--- config.mk ---
export PLATFORM = sky130hd
export DESIGN_NAME = rcl_ctrl
export DESIGN_NICKNAME = d
export VERILOG_FILES = /design/src/rtl/core/rcl_pkg.sv /design/src/rtl/core/rcl_ctrl.sv
export SDC_FILE = /design/constraint.sdc
export NUM_CORES = 1
export LEC_CHECK = 0
export BUFFER_PORTS_ARGS = -buffer_cell sky130_fd_sc_hd__buf_2
export CORE_AREA = 2 2 39 41
export CTS_BUF_LIST = sky130_fd_sc_hd__clkbuf_4
export CTS_CLUSTER_DIAMETER = 50
export DETAILED_ROUTE_END_ITERATION = 10
export DIE_AREA = 0 0 41 43
export GPL_ROUTABILITY_DRIVEN = 0
export HOLD_SLACK_MARGIN = 0.12
export MAX_ROUTING_LAYER = met4
export SYNTH_ARGS = -nofsm -noshare
export SYNTH_HDL_FRONTEND = slang
export SYNTH_SLANG_ARGS = --single-unit
--- constraint.sdc ---
create_clock -name aclk -period 1.65 [get_ports aclk]
set_clock_uncertainty 0.15 [all_clocks]
set_input_delay 0.4125 -clock aclk [delete_from_list [all_inputs] [get_ports aclk]]
set_output_delay 0.4125 -clock aclk [all_outputs]
set_load 0.03 [all_outputs]
--- src/rtl/core/rcl_pkg.sv ---
// Shared constants, types and state codes of the row cluster legalizer.
// No dependencies.
package rcl_pkg;

    localparam int MAX_CLUSTERS = 256;
    localparam int FRAC_BITS    = 4;

    localparam int CL_IDX_W = $clog2(MAX_CLUSTERS);
    localparam int CL_CNT_W = $clog2(MAX_CLUSTERS + 1);

    localparam int DX_W    = 24;
    localparam int CW_W    = 16;
    localparam int X_W     = 20;
    localparam int W_W     = 20;
    localparam int CELLS_W = 16;
    localparam int FIRST_W = 16;
    localparam int IDX_W   = 8;
    localparam int Q_W     = 48;
    localparam int SITE_W  = 8;
    localparam int SITES_W = 16;
    localparam int DEN_W   = CELLS_W + SITE_W + FRAC_BITS;
    localparam int XRAW_W  = Q_W + SITE_W;
    localparam int PROD_W  = CELLS_W + W_W;

    localparam int CFG_IDX_W  = 2;
    localparam int CFG_DATA_W = 20;

    localparam logic [CFG_IDX_W-1:0] CFG_ROW_ORIGIN = 2'd0;
    localparam logic [CFG_IDX_W-1:0] CFG_ROW_SITES  = 2'd1;
    localparam logic [CFG_IDX_W-1:0] CFG_SITE_WIDTH = 2'd2;

    localparam logic [X_W-1:0]     X_MAX    = '1;
    localparam logic [FIRST_W-1:0] CELL_MAX = '1;

    typedef struct packed {
        logic [X_W-1:0]     x;
        logic [W_W-1:0]     width;
        logic [CELLS_W-1:0] cells;
        logic [Q_W-1:0]     q;
        logic [FIRST_W-1:0] first;
    } cluster_t;

    localparam int ENTRY_W = $bits(cluster_t);

    typedef enum logic [3:0] {
        S_IDLE,
        S_CHECK,
        S_REJ,
        S_PUSH,
        S_DEN,
        S_DIV,
        S_MUL,
        S_CLAMP,
        S_READ,
        S_CMP,
        S_MMUL,
        S_MADD,
        S_WRITE,
        S_FIN
    } state_t;

    typedef struct packed {
        logic latch_in;
        logic push;
        logic div_start;
        logic mul;
        logic clamp;
        logic merge_mul;
        logic merge_add;
        logic write_top;
        logic out_load;
        logic out_reject;
    } ctrl_cmd_t;

    typedef struct packed {
        logic reject;
        logic div_busy;
        logic k_zero;
        logic overlap;
        logic out_free;
    } ctrl_sts_t;

endpackage

--- src/rtl/core/rcl_ctrl.sv ---
// Controller: sequences check, push, collapse and merge steps per cell.
// Depends on rcl_pkg.
module rcl_ctrl (
    input  logic               aclk,
    input  logic               aresetn,
    input  logic               s_valid,
    output logic               s_ready,
    input  rcl_pkg::ctrl_sts_t sts,
    output rcl_pkg::ctrl_cmd_t cmd
);

    rcl_pkg::state_t state_reg, state_next;

    always_ff @(posedge aclk) begin
        if (!aresetn) begin
            state_reg <= rcl_pkg::S_IDLE;
        end else begin
            state_reg <= state_next;
        end
    end

    always_comb begin
        state_next = state_reg;
        cmd        = '0;
        s_ready    = 1'b0;
        unique case (state_reg)
            rcl_pkg::S_IDLE: begin
                s_ready      = 1'b1;
                cmd.latch_in = s_valid;
                if (s_valid) begin
                    state_next = rcl_pkg::S_CHECK;
                end
            end
            rcl_pkg::S_CHECK: begin
                state_next = sts.reject ? rcl_pkg::S_REJ : rcl_pkg::S_PUSH;
            end
            rcl_pkg::S_REJ: begin
                if (sts.out_free) begin
                    cmd.out_reject = 1'b1;
                    state_next     = rcl_pkg::S_IDLE;
                end
            end
            rcl_pkg::S_PUSH: begin
                cmd.push   = 1'b1;
                state_next = rcl_pkg::S_DEN;
            end
            rcl_pkg::S_DEN: begin
                cmd.div_start = 1'b1;
                state_next    = rcl_pkg::S_DIV;
            end
            rcl_pkg::S_DIV: begin
                if (!sts.div_busy) begin
                    state_next = rcl_pkg::S_MUL;
                end
            end
            rcl_pkg::S_MUL: begin
                cmd.mul    = 1'b1;
                state_next = rcl_pkg::S_CLAMP;
            end
            rcl_pkg::S_CLAMP: begin
                cmd.clamp  = 1'b1;
                state_next = sts.k_zero ? rcl_pkg::S_WRITE : rcl_pkg::S_READ;
            end
            rcl_pkg::S_READ: begin
                state_next = rcl_pkg::S_CMP;
            end
            rcl_pkg::S_CMP: begin
                state_next = sts.overlap ? rcl_pkg::S_MMUL : rcl_pkg::S_WRITE;
            end
            rcl_pkg::S_MMUL: begin
                cmd.merge_mul = 1'b1;
                state_next    = rcl_pkg::S_MADD;
            end
            rcl_pkg::S_MADD: begin
                cmd.merge_add = 1'b1;
                state_next    = rcl_pkg::S_DEN;
            end
            rcl_pkg::S_WRITE: begin
                cmd.write_top = 1'b1;
                state_next    = rcl_pkg::S_FIN;
            end
            rcl_pkg::S_FIN: begin
                if (sts.out_free) begin
                    cmd.out_load = 1'b1;
                    state_next   = rcl_pkg::S_IDLE;
                end
            end
            default: begin
                state_next = rcl_pkg::S_IDLE;
            end
        endcase
    end

endmodule

; After elaboration in Yosys (flattened, before gate mapping)
; Cells that the tools add are included.
[word_totals]
in_bits = 8
ff_bits = 4
[classes]
reduce_logical = 4
muxes = 19
n_eq_ne = 16
[ops]
columns = operator, count
row1 = case mux 4 bit (12 select lines), 1
row2 = "== test 4 bit, second input constant", 6
row3 = "== test 4 x 3 -> 1 bit, second input constant", 4
row4 = 2-to-1 mux 1 bit, 13
row5 = 2-to-1 mux 4 bit, 3
row6 = "== test 4 x 2 -> 1 bit, second input constant", 2
row7 = 2-to-1 mux 3 bit, 2
row8 = "== test 4 x 1 -> 1 bit, second input constant", 1
row9 = zero test 4 bit, 1
row10 = "inequality test 2 bit, second input constant", 2
row11 = OR reduction 2 bit, 2
row12 = AND reduction 3 bit, 1
row13 = "inequality test 2 x 1 -> 1 bit, second input constant", 1

; Logic depth before layout (Yosys ltp)
[depth]
ltp_word = 4
ltp_mapped = 6
depth_no_buf = 4

; Worst setup path after synthesis
; No wires, ideal clock.
[synth_path]
kind = reg-to-output
from = reg state_reg[0]
to = out cmd[9] in the netlist's numbering
path_buffers = 1
path_stages_with_launch = 4
arrival_time_ns = 1.563
slack_ns = -0.476
cell_sequence = dfxtp_1 -> buf_4 -> nor4_2 -> and2_1
[synth_rtl]
columns = element, line
row1 = from (decl), rcl_ctrl.sv:12  ; rcl_pkg::state_t state_reg, state_next;
row2 = from (signal assigned), rcl_ctrl.sv:16  ; state_reg <= rcl_pkg::S_IDLE;
row3 = from (signal assigned), rcl_ctrl.sv:18  ; state_reg <= state_next;
row4 = to (decl), rcl_ctrl.sv:9  ; output rcl_pkg::ctrl_cmd_t cmd

==> flow_metrics.py <==
metrics = {
    "cells_and_area": {
        "post-route-util_pct": 67.5,
        "drive_gt1_share_pct": 65.0,
        "largest_reg_flops": 4,
        "nets": 113,
        "finalInstanceArea_um2": 935,
        "fin_cells": 119,
        "area_growth_pct": 116,
        "diodes": 0,
    },
    "route": {
        "ant_nets": 0,
        "remaining_drc_errors": 0,
        "drt-total-wl_um": 1650,
        "wl_per_cell_um": 13.9,
        "drt_pass1_iterations": 4,
        "drt_iter0_markers": 8,
        "routed_via_density": 5.13,
        "vias": 611,
    },
    "die": {
        "row_count": 14,
        "die_w_um": 41,
        "start_util_pct": 31.3,
        "die-area_mm2": 0.00176,
        "die_h_um": 43,
        "ioPinCount": 19,
        "core_area_mm2": 0.00138,
    },
    "synthesis": {
        "synth_warnings": 0,
        "ys_top_cells_by_count": "nor2_1 (12), nand2_1 (10), dfxtp_1 (4), inv_1 (4)",
        "synthCells": 65,
        "synth_edf_count": 0,
        "synth.area.top_cells": "dfxtp_1 (18%), nor2_1 (10%), nand2_1 (8.7%)",
        "yosysTopAreaCell": "dfxtp_1",
        "netlist.area_leader.share_pct": 18.5,
        "syn_nets": 73,
        "yosys_register_bits": 4,
        "synth_ff_type": "dfxtp_1",
        "syn_avg_cell_area_um2": 6.66,
        "ys_seq_area_share_pct": 18.5,
        "synth.most_common_cell": "nor2_1",
        "netlist_area_um2": 433,
        "async_reset_ff_share_pct": 0,
        "synth.distinct_cells": 28,
    },
    "power_and_ir_drop": {
        "p_sw_mw": 0.209,
        "sw_frac_of_total_pct": 38.9,
        "intPower_mw": 0.327,
        "pwr-share-clk_pct": 22.9,
        "leakage_nw": 0.402,
        "comb_power_share_pct": 54.6,
        "max-vdd-ir-drop_mv": 0.367,
        "p_per_area_mw_per_mm2": 573,
        "seqPwrFrac_pct": 22.5,
    },
    "global_routing": {
        "antenna_found_initial": 0,
        "grt_pass1_wl_um": 2250,
        "grt_overflow": 0,
        "grtUsageTotal_pct": 19.6,
        "grt_pass1_vias": 541,
        "grt_max_degree": 11,
    },
    "place": {
        "placed_area_um2": 584,
        "dp_cells": 102,
        "hpwl_um": 972,
        "place_ws_ns": -0.00408,
        "portBuffers": 18,
    },
    "critical_path": {
        "path_cells": "nor4_4 > and2_4 > buf_6",
        "cp_slowest_cell": "dfxtp_4",
        "endpoint_kind": "primary output",
        "required_ns": 1.09,
        "worst-setup-path-type": "reg2out",
        "start_kind": "flop",
        "reg2reg_slack_ns": 0.03,
        "crit_path_max_fanout": 3,
        "critPathMaxStageDelay_ns": 0.36,
        "worst_ep_arrival_time_ns": 1.25,
    },
    "cts": {
        "cts_max_path_buffers": 2,
        "htreeDepth": 1,
        "cts_made_buffers": 3,
        "clk_latency_ns": 0.24,
        "cts_tree": "built",
        "clock_sinks": 4,
        "path_clk_slew_ns": 0.04,
        "ctsRootBufferMaster": "clkbuf_4",
        "cts_hold_buf": 0,
    },
    "timing": {
        "rsz0062_at_grt": "yes",
        "fin_crit_sh_pct": 110,
        "whs_ns": 0.313,
        "max_freq_mhz": 551,
        "post-route-min-period_ns": 1.82,
        "slew_viol_final": 0,
        "hold_violations": 0,
        "worst_slew_pin_slew_ns": 0.293,
        "finalSetupViolCount": 6,
        "slew_headroom_pct": 80.1,
        "setup_slack_ns": -0.166,
    },
    "status": {
        "outcome": "finished, violations left",
        "violations": "setup timing",
    },
    "worst_hold_path": {
        "hp-class": "in2reg",
    },
    "job": {
        "maxCapViolCount": 0,
    },
}
final cells by class:
cell class	count	area, um2
Clock buffer	3	22.5
Fill cell	109	449
Inverter	6	35.0
Multi-Input combinational cell	50	418
Sequential cell	4	95.1
Tap cell	16	20.0
Timing Repair Buffer	40	344
power groups by stage:
stage                     Combinational [mW]  Clock, mW  Sequential (mW)
final                                  0.292      0.123            0.120
after CTS                              0.195      0.125            0.128
after global placement                 0.163          0            0.124
after global routing                   0.309      0.133            0.122
after detailed placement               0.163          0            0.125
after floorplan                        0.124          0            0.113
placed cells by master, fill, tap and decap left out, types with 2 or more instances in the layout:
cell type | synthesis | routed
dfxtp_4 | 0 | 4
clkbuf_4 | 0 | 3
a21oi_1 | 2 | 2
buf_6 | 1 | 13
nand2_1 | 10 | 6
buf_2 | 1 | 7
nand2_4 | 0 | 2
nor2_4 | 0 | 6
nand4_1 | 2 | 2
nand2_8 | 0 | 2
o31ai_1 | 2 | 2
nor3_2 | 0 | 2
buf_4 | 3 | 19
nor2_1 | 12 | 5
inv_1 | 4 | 4
o21ai_0 | 2 | 2
o21ai_1 | 3 | 3
path summary, 6_finish.rpt:
check             depth (start not counted)            to          from
hold reg to reg                           3  state_reg[1]  state_reg[1]
hold / removal                            3  state_reg[0]       aresetn
setup reg to reg                          7  state_reg[2]  state_reg[0]
setup / recovery                          3        cmd[9]  state_reg[0]
what timing repair did:
item / CTS / global route
gates resized for setup: 34 / 27
setup buffers: 5 / 9
pin swaps: 4 / 11
endpoints found under the setup margin: 11 / 13
worst max-delay path: cells and delay by family (launching register included):
kind	cells	cell delay, ns
buffers and inverters	1	0.12
DFF	1	0.36
and+or+nand+nor	2	0.53
routing by layer:
metal  up-vias  global-route usage (%)  share of wire (%)
li1        304                       -                  -
met1       284                    21.0                 38
met2        19                    31.9                 56
met3         4                    5.24                3.3
met4         0                    8.67                2.9
met5         -                       -                  0
cells by family after synthesis:
kind of cell	synth area share, %
AO/OA/AOI/OAI	26.0
multiplexers	2.31
AND/OR/NAND/NOR	39.0
buffers and inverters	14.2
flip-flops	18.5
metrics by stage:
step                      TNS [ns]  power, mW
after floorplan             -0.668      0.236
after global placement           0      0.288
after detailed placement  -0.00408      0.289
after CTS                   -0.285      0.447
after global routing         -1.00      0.564
final                       -0.468      0.536
No activity file was read; power rests on OpenSTA's default activity.
